`config.mk`:
```
export PLATFORM = sky130hd
export DESIGN_NAME = button_click_long_press_detector
export DESIGN_NICKNAME = d
export VERILOG_FILES = /design/src/rtl/bclp_pkg.sv /design/src/rtl/bclp_debounce.sv /design/src/rtl/bclp_phase_fsm.sv /design/src/rtl/button_click_long_press_detector.sv
export SDC_FILE = /design/constraint.sdc
export NUM_CORES = 1
export LEC_CHECK = 0
export BUFFER_PORTS_ARGS = -buffer_cell sky130_fd_sc_hd__buf_4
export CORE_UTILIZATION = 30
export CTS_BUF_LIST = sky130_fd_sc_hd__clkbuf_4 sky130_fd_sc_hd__clkbuf_8 sky130_fd_sc_hd__clkbuf_16
export CTS_CLUSTER_SIZE = 16
export DETAILED_ROUTE_END_ITERATION = 7
export PLACE_DENSITY = 0.48
export SETUP_SLACK_MARGIN = 0.1
export SLEW_MARGIN = 10
export SYNTH_ARGS = -nofsm -noshare
export SYNTH_HDL_FRONTEND = slang
export SYNTH_SLANG_ARGS = --single-unit
export TNS_END_PERCENT = 10
```
`constraint.sdc`:
```
create_clock -name i_clk -period 8.1 [get_ports i_clk]
set_input_delay 1.215 -clock i_clk [delete_from_list [all_inputs] [get_ports i_clk]]
set_output_delay 1.215 -clock i_clk [all_outputs]
set_load 0.03 [all_outputs]
```
`src/rtl/bclp_pkg.sv`:
```
// ============================================================================
// bclp_pkg
// Shared types and constants for the button click / long-press detector.
// ============================================================================
package bclp_pkg;

    // Default width of the internal millisecond timebase
    localparam int TIME_BITS_DEF = 32;

    // Field widths fixed by the stream format
    localparam int NOW_BITS    = 32;
    localparam int CLICK_BITS  = 8;
    localparam int CFG_BITS    = 16;
    localparam int CFG_IDX_BITS = 2;

    localparam logic [CLICK_BITS-1:0] CLICK_MAX = '1;

    // Configuration register indexes
    localparam logic [CFG_IDX_BITS-1:0] CFG_ACTIVE_LOW = 2'd0;
    localparam logic [CFG_IDX_BITS-1:0] CFG_HOLD_TIME  = 2'd1;
    localparam logic [CFG_IDX_BITS-1:0] CFG_CLICK_GAP  = 2'd2;
    localparam logic [CFG_IDX_BITS-1:0] CFG_DEBOUNCE   = 2'd3;

    // Reset values of the configuration registers
    localparam logic                RST_ACTIVE_LOW = 1'b1;
    localparam logic [CFG_BITS-1:0] RST_HOLD_TIME  = 16'd1000;
    localparam logic [CFG_BITS-1:0] RST_CLICK_GAP  = 16'd400;
    localparam logic [CFG_BITS-1:0] RST_DEBOUNCE   = 16'd50;

    // Reported event codes
    typedef enum logic [2:0] {
        EV_NONE   = 3'd0,
        EV_CLICK  = 3'd1,
        EV_LSTART = 3'd2,
        EV_LREP   = 3'd3,
        EV_LEND   = 3'd4
    } t_event;

    // Configuration set handed to the submodules
    typedef struct packed {
        logic                active_low;
        logic [CFG_BITS-1:0] hold_time;
        logic [CFG_BITS-1:0] click_gap;
        logic [CFG_BITS-1:0] debounce;
    } t_cfg;

endpackage

```
`src/rtl/bclp_debounce.sv`:
```
// ============================================================================
// bclp_debounce
// Pin sense correction and debounce filter; one sample per enabled cycle.
// ============================================================================
module bclp_debounce #(
    parameter int TIME_BITS = bclp_pkg::TIME_BITS_DEF
) (
    input  logic                 i_clk,
    input  logic                 i_rst_n,
    input  logic                 i_en,
    input  logic                 i_raw_level,
    input  logic [TIME_BITS-1:0] i_now,
    input  bclp_pkg::t_cfg       i_cfg,
    output logic                 o_stable_next,
    output logic                 o_stable
);

    logic                 r_prev;
    logic                 r_stable;
    logic [TIME_BITS-1:0] r_change_time;
    logic                 n_prev;
    logic                 n_stable;
    logic [TIME_BITS-1:0] n_change_time;
    logic [TIME_BITS-1:0] w_elapsed;

    always_comb begin
        n_prev        = i_raw_level ^ i_cfg.active_low;
        n_change_time = (n_prev != r_prev) ? i_now : r_change_time;
        w_elapsed     = i_now - n_change_time;
        n_stable      = (w_elapsed > TIME_BITS'(i_cfg.debounce)) ? n_prev : r_stable;
    end

    always_ff @(posedge i_clk) begin
        if (!i_rst_n) begin
            r_prev        <= 1'b0;
            r_stable      <= 1'b0;
            r_change_time <= '0;
        end else if (i_en) begin
            r_prev        <= n_prev;
            r_stable      <= n_stable;
            r_change_time <= n_change_time;
        end
    end

    assign o_stable_next = n_stable;
    assign o_stable      = r_stable;

endmodule

```
`src/rtl/bclp_phase_fsm.sv`:
```
// ============================================================================
// bclp_phase_fsm
// Click / long-press phase machine driven by the debounced level.
// ============================================================================
module bclp_phase_fsm #(
    parameter int TIME_BITS = bclp_pkg::TIME_BITS_DEF
) (
    input  logic                            i_clk,
    input  logic                            i_rst_n,
    input  logic                            i_en,
    input  logic                            i_act,
    input  logic [TIME_BITS-1:0]            i_now,
    input  bclp_pkg::t_cfg                  i_cfg,
    output bclp_pkg::t_event                o_event,
    output logic [bclp_pkg::CLICK_BITS-1:0] o_clicks
);

    typedef enum logic [3:0] {
        PH_IDLE       = 4'd0,
        PH_PRESSED    = 4'd1,
        PH_RELEASED   = 4'd2,
        PH_COUNTING   = 4'd3,
        PH_CLICK1     = 4'd4,
        PH_CLICK2     = 4'd5,
        PH_CLICKN     = 4'd6,
        PH_LONG_START = 4'd7,
        PH_LONG       = 4'd8,
        PH_LONG_END   = 4'd9
    } t_phase;

    t_phase                          r_phase, n_phase;
    logic [bclp_pkg::CLICK_BITS-1:0] r_count, n_count;
    logic [TIME_BITS-1:0]            r_press_t, n_press_t;
    logic [TIME_BITS-1:0]            r_release_t, n_release_t;
    logic [TIME_BITS-1:0]            r_repeat_t, n_repeat_t;
    bclp_pkg::t_event                n_event;

    logic [TIME_BITS-1:0] w_since_press;
    logic [TIME_BITS-1:0] w_since_release;
    logic [TIME_BITS-1:0] w_since_repeat;
    logic [TIME_BITS-1:0] w_hold;
    t_phase               w_click_phase;

    always_comb begin
        w_since_press   = i_now - r_press_t;
        w_since_release = i_now - r_release_t;
        w_since_repeat  = i_now - r_repeat_t;
        w_hold          = TIME_BITS'(i_cfg.hold_time);
        if (r_count == bclp_pkg::CLICK_BITS'(1)) begin
            w_click_phase = PH_CLICK1;
        end else if (r_count == bclp_pkg::CLICK_BITS'(2)) begin
            w_click_phase = PH_CLICK2;
        end else begin
            w_click_phase = PH_CLICKN;
        end
    end

    always_comb begin
        n_phase     = r_phase;
        n_count     = r_count;
        n_press_t   = r_press_t;
        n_release_t = r_release_t;
        n_repeat_t  = r_repeat_t;
        n_event     = bclp_pkg::EV_NONE;
        unique case (r_phase)
            PH_PRESSED: begin
                if (!i_act) begin
                    n_release_t = i_now;
                    if (r_count != bclp_pkg::CLICK_MAX) begin
                        n_count = r_count + bclp_pkg::CLICK_BITS'(1);
                    end
                    n_phase = PH_RELEASED;
                end else if (w_since_press > w_hold) begin
                    // earlier clicks turn a long hold into a click report
                    n_phase = (r_count == '0) ? PH_LONG_START : w_click_phase;
                end
            end
            PH_LONG_START: begin
                n_repeat_t = i_now;
                n_event    = bclp_pkg::EV_LSTART;
                n_phase    = PH_LONG;
            end
            PH_LONG: begin
                if (!i_act) begin
                    n_release_t = i_now;
                    n_phase     = PH_LONG_END;
                end else if (w_since_repeat > w_hold) begin
                    n_repeat_t = i_now;
                    n_event    = bclp_pkg::EV_LREP;
                end
            end
            PH_LONG_END: begin
                n_event = bclp_pkg::EV_LEND;
                n_phase = PH_RELEASED;
            end
            PH_RELEASED: begin
                if (w_since_release > TIME_BITS'(i_cfg.debounce)) begin
                    n_phase = PH_COUNTING;
                end
            end
            PH_COUNTING: begin
                if (i_act) begin
                    n_press_t = i_now;
                    n_phase   = PH_PRESSED;
                end else if (w_since_release >= TIME_BITS'(i_cfg.click_gap)) begin
                    if (r_count != '0) begin
                        n_phase = w_click_phase;
                    end
                end
            end
            PH_CLICK1, PH_CLICK2, PH_CLICKN: begin
                n_event = bclp_pkg::EV_CLICK;
                n_phase = PH_IDLE;
            end
            default: begin
                // idle, and any stray code behaves as idle
                if (i_act) begin
                    n_press_t = i_now;
                    n_count   = '0;
                    n_phase   = PH_PRESSED;
                end else begin
                    n_phase = PH_IDLE;
                end
            end
        endcase
    end

    always_ff @(posedge i_clk) begin
        if (!i_rst_n) begin
            r_phase     <= PH_IDLE;
            r_count     <= '0;
            r_press_t   <= '0;
            r_release_t <= '0;
            r_repeat_t  <= '0;
        end else if (i_en) begin
            r_phase     <= n_phase;
            r_count     <= n_count;
            r_press_t   <= n_press_t;
            r_release_t <= n_release_t;
            r_repeat_t  <= n_repeat_t;
        end
    end

    // A click report carries the pre-step count, which the click phases leave unchanged
    assign o_event  = n_event;
    assign o_clicks = n_count;

endmodule

```
`src/rtl/button_click_long_press_detector.sv`:
```
// ============================================================================
// button_click_long_press_detector
// Debounces sampled button levels and reports clicks and long presses.
// ============================================================================
//
//  channel   dir  handshake                      payload (low bit up)
//  -------   ---  -----------------------------  ---------------------------------
//  s_axis    in   s_axis_tvalid / s_axis_tready  raw_level[0], now_ms[32:1]
//  m_axis    out  m_axis_tvalid / m_axis_tready  event_res[2:0], clicks[10:3],
//                                                pressed[11]
//  cfg       in   i_cfg_we (no wait)             i_cfg_idx, i_cfg_wdata
//
//  One sample per cycle sustained while the sink keeps m_axis_tready high; each
//  sample yields exactly one result word. A sample passes the input register, then
//  the result register; the debounce filter and phase machine sit between them as
//  one short compare path. A stalled result register holds the input stage;
//  s_axis_tready stays high while the input register is empty or can move on.
//  i_rst_n is synchronous, active low: phase idle, counts and times zero,
//  configuration back to its defaults.
//
module button_click_long_press_detector #(
    parameter int TIME_BITS = bclp_pkg::TIME_BITS_DEF
) (
    input  logic                              i_clk,
    input  logic                              i_rst_n,
    // sample stream
    input  logic                              s_axis_tvalid,
    output logic                              s_axis_tready,
    input  logic [39:0]                       s_axis_tdata,  // raw_level, now_ms, pad
    // result stream
    output logic                              m_axis_tvalid,
    input  logic                              m_axis_tready,
    output logic [15:0]                       m_axis_tdata,  // event_res, clicks, pressed, pad
    // configuration writes
    input  logic                              i_cfg_we,
    input  logic [bclp_pkg::CFG_IDX_BITS-1:0] i_cfg_idx,
    input  logic [bclp_pkg::CFG_BITS-1:0]     i_cfg_wdata
);

    // Configuration registers
    bclp_pkg::t_cfg r_cfg;

    always_ff @(posedge i_clk) begin
        if (!i_rst_n) begin
            r_cfg.active_low <= bclp_pkg::RST_ACTIVE_LOW;
            r_cfg.hold_time  <= bclp_pkg::RST_HOLD_TIME;
            r_cfg.click_gap  <= bclp_pkg::RST_CLICK_GAP;
            r_cfg.debounce   <= bclp_pkg::RST_DEBOUNCE;
        end else if (i_cfg_we) begin
            unique case (i_cfg_idx)
                bclp_pkg::CFG_ACTIVE_LOW: r_cfg.active_low <= i_cfg_wdata[0];
                bclp_pkg::CFG_HOLD_TIME:  r_cfg.hold_time  <= i_cfg_wdata;
                bclp_pkg::CFG_CLICK_GAP:  r_cfg.click_gap  <= i_cfg_wdata;
                bclp_pkg::CFG_DEBOUNCE:   r_cfg.debounce   <= i_cfg_wdata;
                default: ;
            endcase
        end
    end

    // Input register
    logic                           r_in_valid;
    logic                           r_in_raw;
    logic [bclp_pkg::NOW_BITS-1:0]  r_in_now;
    logic                           r_out_valid;
    logic                           w_advance;
    logic                           w_step;
    logic [TIME_BITS-1:0]           w_now;

    // Advance the input stage when the result register is free or draining
    assign w_advance     = !r_out_valid || m_axis_tready;
    assign s_axis_tready = !r_in_valid || w_advance;
    assign w_step        = r_in_valid && w_advance;
    assign w_now         = TIME_BITS'(r_in_now);

    always_ff @(posedge i_clk) begin
        if (!i_rst_n) begin
            r_in_valid <= 1'b0;
        end else if (s_axis_tready) begin
            r_in_valid <= s_axis_tvalid;
        end
        if (s_axis_tvalid && s_axis_tready) begin
            r_in_raw <= s_axis_tdata[0];
            r_in_now <= s_axis_tdata[bclp_pkg::NOW_BITS:1];
        end
    end

    // Debounce and phase machine, updated once per sample
    logic                            w_stable_next;
    logic                            w_stable;
    bclp_pkg::t_event                w_event;
    logic [bclp_pkg::CLICK_BITS-1:0] w_clicks;

    bclp_debounce #(
        .TIME_BITS (TIME_BITS)
    ) u_debounce (
        .i_clk         (i_clk),
        .i_rst_n       (i_rst_n),
        .i_en          (w_step),
        .i_raw_level   (r_in_raw),
        .i_now         (w_now),
        .i_cfg         (r_cfg),
        .o_stable_next (w_stable_next),
        .o_stable      (w_stable)
    );

    bclp_phase_fsm #(
        .TIME_BITS (TIME_BITS)
    ) u_phase (
        .i_clk    (i_clk),
        .i_rst_n  (i_rst_n),
        .i_en     (w_step),
        .i_act    (w_stable_next),
        .i_now    (w_now),
        .i_cfg    (r_cfg),
        .o_event  (w_event),
        .o_clicks (w_clicks)
    );

    // Result register
    bclp_pkg::t_event                r_out_event;
    logic [bclp_pkg::CLICK_BITS-1:0] r_out_clicks;
    logic                            r_out_pressed;

    always_ff @(posedge i_clk) begin
        if (!i_rst_n) begin
            r_out_valid <= 1'b0;
        end else if (w_advance) begin
            r_out_valid <= r_in_valid;
        end
        if (w_step) begin
            r_out_event   <= w_event;
            r_out_clicks  <= w_clicks;
            r_out_pressed <= w_stable_next;
        end
    end

    assign m_axis_tvalid = r_out_valid;
    assign m_axis_tdata  = {4'b0000, r_out_pressed, r_out_clicks, r_out_event};

    // ------------------------------------------------------------------------
    // Assertions
    // ------------------------------------------------------------------------

    // A click report always carries at least one click
    a_click_nonzero: assert property (@(posedge i_clk) disable iff (!i_rst_n)
        (r_out_valid && r_out_event == bclp_pkg::EV_CLICK) |-> (r_out_clicks != '0))
        else $error("click reported with zero count");

    // A long-press repeat only fires while the button is held
    a_repeat_pressed: assert property (@(posedge i_clk) disable iff (!i_rst_n)
        (r_out_valid && r_out_event == bclp_pkg::EV_LREP) |-> r_out_pressed)
        else $error("repeat reported while released");

    // Back-pressure only when both stages are full and the sink stalls
    a_stall_full: assert property (@(posedge i_clk) disable iff (!i_rst_n)
        !s_axis_tready |-> (r_in_valid && r_out_valid && !m_axis_tready))
        else $error("input stalled with room in the pipeline");

    // The registered debounce level follows the value computed for the sample
    a_stable_track: assert property (@(posedge i_clk) disable iff (!i_rst_n)
        w_step |=> (w_stable == r_out_pressed))
        else $error("debounce state differs from reported level");

endmodule
```
; ---- Word level (Yosys, flattened, before mapping)
; Index checks and enable logic that the tools add are counted.
; Widths: inputs -> output; s select.
[word_totals]
regBits = 238
latch_bits = 0
ramBits = 0
mem_bits_ro = 0
input_bits = 63
output_inout_bits = 18
word_cells = 101
n_memories = 0
[classes]
add_sub_neg = 5
mul = 0
div = 0
order_cmp = 5
eq_ne = 23
shifts = 0
muxes = 24
bitwise = 3
reduce_logical = 22
[ops]
columns = operator, count
row1 = $gt 32x16->1, 4
row2 = $sub 32x32->32, 4
row3 = $mux 32, 3
row4 = $pmux 32 s2, 1
row5 = $mux 4, 9
row6 = $ge 32x16->1, 1
row7 = $pmux 4 s7, 1
row8 = $mux 8, 3
row9 = $eq 4x3->1 const B, 4
row10 = $pmux 8 s2, 1
row11 = $reduce_or 8->1, 2
row12 = $pmux 3 s4, 1
row13 = $add 8x1->8 const B, 1
row14 = $eq 4x2->1 const B, 2
row15 = $eq 4x4->1 const B, 2
row16 = $eq 8x1->1 const B, 1
row17 = $eq 8x2->1 const B, 1
row18 = $logic_not 8->1, 1
row19 = $ne 8x8->1 const B, 1
row20 = $reduce_and 2->1, 4
row21 = $reduce_bool 8->1, 1
row22 = $ne 2x1->1 const B, 3
row23 = $ne 3x1->1 const B, 2
row24 = $reduce_and 3->1, 2
row25 = other kinds (20), 27

; ---- Longest topological paths before layout
[logic_depth]
depth_word = 8
mapped_depth = 31
depth_no_buf = 27

; ---- Hierarchy
; Synthesis repeated with hierarchy kept, for this count alone.
[hier_totals]
cells_unflattened = 2601
area_unflattened_um2 = 20587.2
[modules_own_cells]
columns = module, n_inst, cells_each, area_each_um2, seq_area_each_um2
row1 = bclp_phase_fsm, 1, 1673, 12320.6, 2162.1
row2 = bclp_debounce, 1, 673, 4769.6, 680.7
row3 = button_click_long_press_detector, 1, 255, 3497.1, 2372.3

; ---- Worst setup path after synthesis
; OpenSTA, ideal clock, no wires.
[synth_path]
kind = register to register
start = register u_debounce.r_prev
end = register u_phase.r_press_t[1]
setup_ns = 0.128
arrival_time_ns = 6.535
path_slack_ns = 1.438
stages_incl_launch_ff = 28
n_path_buf = 4
period_less_slack_ns = 6.662
cell_sequence = dfxtp_1 > xnor3_2 > clkbuf_1 > clkbuf_1 > o21ai_0 > ha_1 > inv_1 > ha_1 > nor4_1 > o311a_1 > o32a_4 > o21a_1 > xnor2_1 > ha_1 > nand4_1 > nor4_1 > a221o_1 > nor4_1 > nand4_1 > or4_1 > or3_4 > mux2i_4 > inv_4 > and3_1 > clkbuf_1 > buf_2 > mux2i_1 > nor2_1
[synth_via]
elab_chain_len = 6
[synth_lines]
columns = item, line_no
row1 = start: declaration, bclp_debounce.sv:18  ; logic r_prev;
row2 = start signal: assignment, bclp_debounce.sv:39  ; r_prev <= n_prev;
row3 = $ne 1x1->1, bclp_debounce.sv:28  ; n_change_time = (n_prev != r_prev) ? i_now : r_change_time;
row4 = $mux 32, bclp_debounce.sv:28
row5 = net u_debounce.n_change_time[0], bclp_debounce.sv:23  ; logic [TIME_BITS-1:0] n_change_time;
row6 = $sub 32x32->32, bclp_debounce.sv:29  ; w_elapsed = i_now - n_change_time;
row7 = $gt 32x16->1, bclp_debounce.sv:30  ; n_stable = (w_elapsed > TIME_BITS'(i_cfg.debounce)) ? n_prev : r_stable;
row8 = $mux 1, bclp_debounce.sv:30
row9 = net u_debounce.o_stable_next, bclp_debounce.sv:14  ; output logic o_stable_next,
row10 = $reduce_and 3->1 (no line), --
row11 = end signal: assignment, bclp_phase_fsm.sv:138  ; r_press_t <= n_press_t;
row12 = end: declaration, bclp_phase_fsm.sv:33  ; logic [TIME_BITS-1:0] r_press_t, n_press_t;
; The timed path passes the listed nets, and every way through them passes these cells.
; A chain may end at the register's enable or synchronous reset.

; ---- Worst setup path in the final report
[layout_path]
start = register r_in_raw
end = register u_phase.r_count[4] in the netlist's numbering
[layout_via]
elab_chain_len = 8
word_cells_on_any_way = 9
[layout_lines]
columns = item, line_no
row1 = start: declaration, button_click_long_press_detector.sv:62  ; logic r_in_raw;
row2 = start signal: assignment, button_click_long_press_detector.sv:82  ; r_in_raw <= s_axis_tdata[0];
row3 = $xor 1x1->1 *, bclp_debounce.sv:27  ; n_prev = i_raw_level ^ i_cfg.active_low;
row4 = $ne 1x1->1, bclp_debounce.sv:28
row5 = $mux 32, bclp_debounce.sv:28
row6 = $sub 32x32->32, bclp_debounce.sv:29
row7 = $gt 32x16->1, bclp_debounce.sv:30
row8 = $mux 1 *, bclp_debounce.sv:30
row9 = $mux 8 (on tied branches), "bclp_phase_fsm.sv:117, bclp_phase_fsm.sv:67"
row10 = $pmux 8 s2 *, bclp_phase_fsm.sv:65  ; unique case (r_phase)
row11 = end signal: assignment, bclp_phase_fsm.sv:137  ; r_count <= n_count;
row12 = end: declaration, bclp_phase_fsm.sv:32  ; logic [bclp_pkg::CLICK_BITS-1:0] r_count, n_count;
; Every way passes the cells marked *; elsewhere a longest branch is shown, timed or not.

==> flow_metrics.tcl <==
set metrics [dict create \
    status "completed" \
    yosys.area.top_type_share_pct 20.60 \
    antenna_found_initial 0 \
    ys_seq_area_share_pct 27.80 \
    r2r-start "r_in_raw" \
    power_density_mw_per_mm2 173.5 \
    hold_buffers 0 \
    post-cts-setup-buffers 0 \
    grt_pass1_vias 16615 \
    rr_worst_depth 21 \
    grt_max_degree 95 \
    die_h_um 252.1 \
    p_int_mw 2.424 \
    fin_crit_ns 7.146 \
    path_clk_slew_ns 0.06 \
    syn-instance-count 2406 \
    setup_viol 0 \
    crit_arrival_ns 7.60 \
    placed_area_sq_mm 0.02011 \
    drcViolationCount 0 \
    drt.antenna.violating_nets 0 \
    core_area_sq_mm 0.06171 \
    initial_utilization_pct 30.40 \
    die-area_sq_mm 0.06353 \
    reg2reg_to "u_phase.r_count[4]" \
    path_cells "xnor3_2 -> buf_4 -> o21ai_0 -> ha_1 -> nor4_1 -> o311a_1 -> a211oi_1 -> a31oi_1 -> ha_1 -> a2111oi_0 -> o211ai_1 -> a221o_1 -> nor4_1 -> nand4_1 -> or4_1 -> or3_4 -> mux2i_4 -> buf_4 -> a211oi_1 -> o22ai_1 -> a31o_2" \
    areaGrowthSynthToFinish_pct 12.15 \
    io_buffers 69 \
    cp.depth 21 \
    finClkSkew_ns 0.03479 \
    pwr-share-comb_pct 29.2 \
    p_switching_mw 1.226 \
    gr-usage-met2_pct 29.55 \
    worstSkewPairLatency_ns 0.58 \
    fill_cells 6571 \
    critPathLaunchType "flip-flop" \
    synth_top_flop_cell "dfxtp_1" \
    timing.slew.headroom_pct 20.57 \
    ys_warn_count 0 \
    swShare_pct 33.59 \
    clock_path_buffers 3 \
    post-route-period-util_pct 88.22 \
    worstHoldStart "r_cfg[28]" \
    n_antenna_cell 0 \
    synth_area_leaders "dfxtp_1 (21%), ha_1 (13%), edfxtp_1 (7.2%)" \
    fin_area_sq_mm 0.02104 \
    grt_use_met1_pct 24.02 \
    place_congestion 0.9091 \
    hold_viol 0 \
    grt_pass1_wl_mm 90.82 \
    clockRootBuffer "clkbuf_16" \
    use_met3_pct 1.733 \
    cts_resized 0 \
    hold_end "r_cfg[28]" \
    layout-drive-gt1-share_pct 7.598 \
    crit_buf_inv 2 \
    die_w_um 252.1 \
    ys_ff_latch 238 \
    maxCapViolCount 0 \
    path_delay_family "compound AO/OA/AOI/OAI gates" \
    p_seq_share_pct 35.5 \
    clock.fmax_ghz 0.1399 \
    grtUsageTotal_pct 17.83 \
    rows 91 \
    min_path_type "reg -> reg" \
    timing.setup.tns_ns 0 \
    drt_iter0_drc 943 \
    synthArstFlopShare_pct 0 \
    required_ns 8.56 \
    cp_max_fo 44 \
    cellLeakagePower_nw 7.879 \
    ir_worst_vdd_v 0.0001173 \
    synth_edf_count 45 \
    synth_area_sq_mm 0.01876 \
    slew_viol_final 0 \
    max_slew.worst_pin.slew_ns 1.161 \
    min_path_cells 2 \
    via_per_inst 5.265 \
    wire_per_inst_um 17.51 \
    worstSetupPathType "reg -> reg" \
    cts_tree "yes" \
    final_net_count 2690 \
    io_pins 81 \
    numCtsBuffers 28 \
    utilization_pct 34.09 \
    ff2ff_setup_slack_ns 0.95 \
    htreeDepth 1 \
    routed_wl_mm 57.51 \
    global_route.peak_usage_layer "met2" \
    synth.distinct_cells 91 \
    place_hpwl_mm 44.61 \
    avgSynthCellArea_sq_um 7.796 \
    dr.pass1.iters 5 \
    total_power_mw 3.651 \
    rsz0062_at_grt "false" \
    cts.sinks 238 \
    clkPwrFrac_pct 35.3 \
    cpPeakStageDelay_ns 0.63 \
    vias 17297 \
    grt-ovfl-total 0 \
    synth_area_leader_cell "dfxtp_1" \
    cp-end-kind "flip-flop" \
    worst_path_max_delay_cell "a211oi_1" \
]
[power by group through the flow]
stage               clock, mW  sequential [mW]  combinational (mW)
CTS                      1.34             1.29                1.06
global route             1.38             1.30                1.19
floorplan                   0             1.31               0.774
finish                   1.29             1.29                1.07
global placement            0             1.32                1.05
detailed placement          0             1.32                1.06
[cell usage after synthesis, types with 9 or more instances]
library cell,count
nand2_1,332
o211ai_1,32
o21a_1,32
a21o_1,54
buf_2,15
o21ai_0,123
nor3_1,42
o21bai_1,9
and2_1,14
mux2i_1,65
nand3_1,79
and4_1,9
xnor2_1,48
inv_1,179
a31o_2,9
edfxtp_1,45
or2_2,10
a211oi_1,45
a2111oi_0,17
a211o_1,12
a31oi_1,33
clkbuf_1,79
dfxtp_1,193
nor4_1,14
nor2_1,167
ha_1,198
xor2_1,32
o31ai_1,20
nand4_1,33
nor2b_1,31
and3_1,19
nand2b_1,29
a21oi_1,231
[registers in the layout, summed over array words and instances, names as in the netlist]
signal and cells:
m_axis_tvalid 1, r_cfg 49, r_in_now 32, r_in_raw 1, r_in_valid 1, r_out_clicks 8
r_out_event 3, r_out_pressed 1, u_debounce.o_stable 1, u_debounce.r_change_time 32, u_debounce.r_prev 1, u_phase.r_count 8
u_phase.r_phase 4, u_phase.r_press_t 32, u_phase.r_release_t 32, u_phase.r_repeat_t 32
[routing by layer]
| metal | part of all wire, % | vias up |
|---|---|---|
| met3 | 3.7 | 85 |
| met4 | 3.1 | 0 |
| li1 | - | 8730 |
| met2 | 46 | 340 |
| met1 | 47 | 8142 |
| met5 | 0 | - |
[stage by stage]
| stage | setup slack, ns | instances | hold WS [ns] |
|---|---|---|---|
| final | 0.9542 | 3285 | 0.4526 |
| after global routing | 0.4481 | 3285 | 0.4693 |
| after CTS | 1.036 | 3285 | 0.4555 |
| after detailed placement | 1.056 | 3233 | 0.4463 |
| after global placement | 1.055 | 3233 | 0.4420 |
| after floorplan | 1.438 | 2409 | 0.4363 |
[kinds of logic (layout without fill, tap and decap cells)]
group / Yosys count / count (layout) / synth area share (%)
AO/OA/AOI/OAI: 711 / 711 / 24.55
other: 1 / 4 / 0.01999
XOR/XNOR: 83 / 83 / 4.075
multiplexers: 69 / 69 / 3.769
adder cells (fa/ha/maj): 204 / 204 / 13.69
buffers and inverters: 289 / 328 / 6.117
AND/OR/NAND/NOR: 811 / 811 / 19.98
flip-flops: 238 / 238 / 27.80
[tightest hold or removal path: cells and delay by family, from the launching register on]
| family | cells | cell delay (ns) |
|---|---|---|
| compound gates | 1 | 0.05 |
| simple gates | 1 | 0.05 |
| flops | 1 | 0.31 |
[cell usage in the layout, fill, tap and decap left out, types with 12 or more instances in the layout]
master,netlist,final
a2111oi_0,17,17
a211o_1,12,12
a211oi_1,45,45
a21o_1,54,54
a21oi_1,231,231
a31oi_1,33,33
and2_1,14,13
and3_1,19,18
buf_4,5,94
clkbuf_16,0,29
dfxtp_1,193,193
edfxtp_1,45,45
ha_1,198,198
inv_1,179,177
mux2i_1,65,65
nand2_1,332,332
nand2b_1,29,29
nand3_1,79,79
nand4_1,33,33
nor2_1,167,167
nor2b_1,31,31
nor3_1,42,42
nor4_1,14,14
o211ai_1,32,32
o21a_1,32,32
o21ai_0,123,123
o31ai_1,20,20
xnor2_1,48,48
xor2_1,32,32
[worst max path at each step]
stage,start,endpoint,slack (ns)
final,r_in_raw,u_phase.r_count[4],0.95
after global routing,r_in_raw,u_phase.r_count[4],0.45
after CTS,r_in_raw,u_phase.r_count[4],1.04
after floorplan,u_debounce.r_prev,u_phase.r_press_t[1],1.44
after detailed placement,r_in_raw,u_phase.r_count[4],1.06
after global placement,r_in_raw,u_phase.r_count[3],1.06
[layout make-up]
cell class	instances	area [sq um]	share of cell area (%)
Clock inverter	15	133.9	0.6364
Multi-Input combinational cell	1882	12420	59.02
Timing Repair Buffer	96	745.7	3.545
Inverter	180	680.7	3.235
Sequential cell	238	5215	24.79
Tap cell	837	1047	4.978
Clock buffer	37	798.3	3.794
Power figures use the tool's default switching activity.
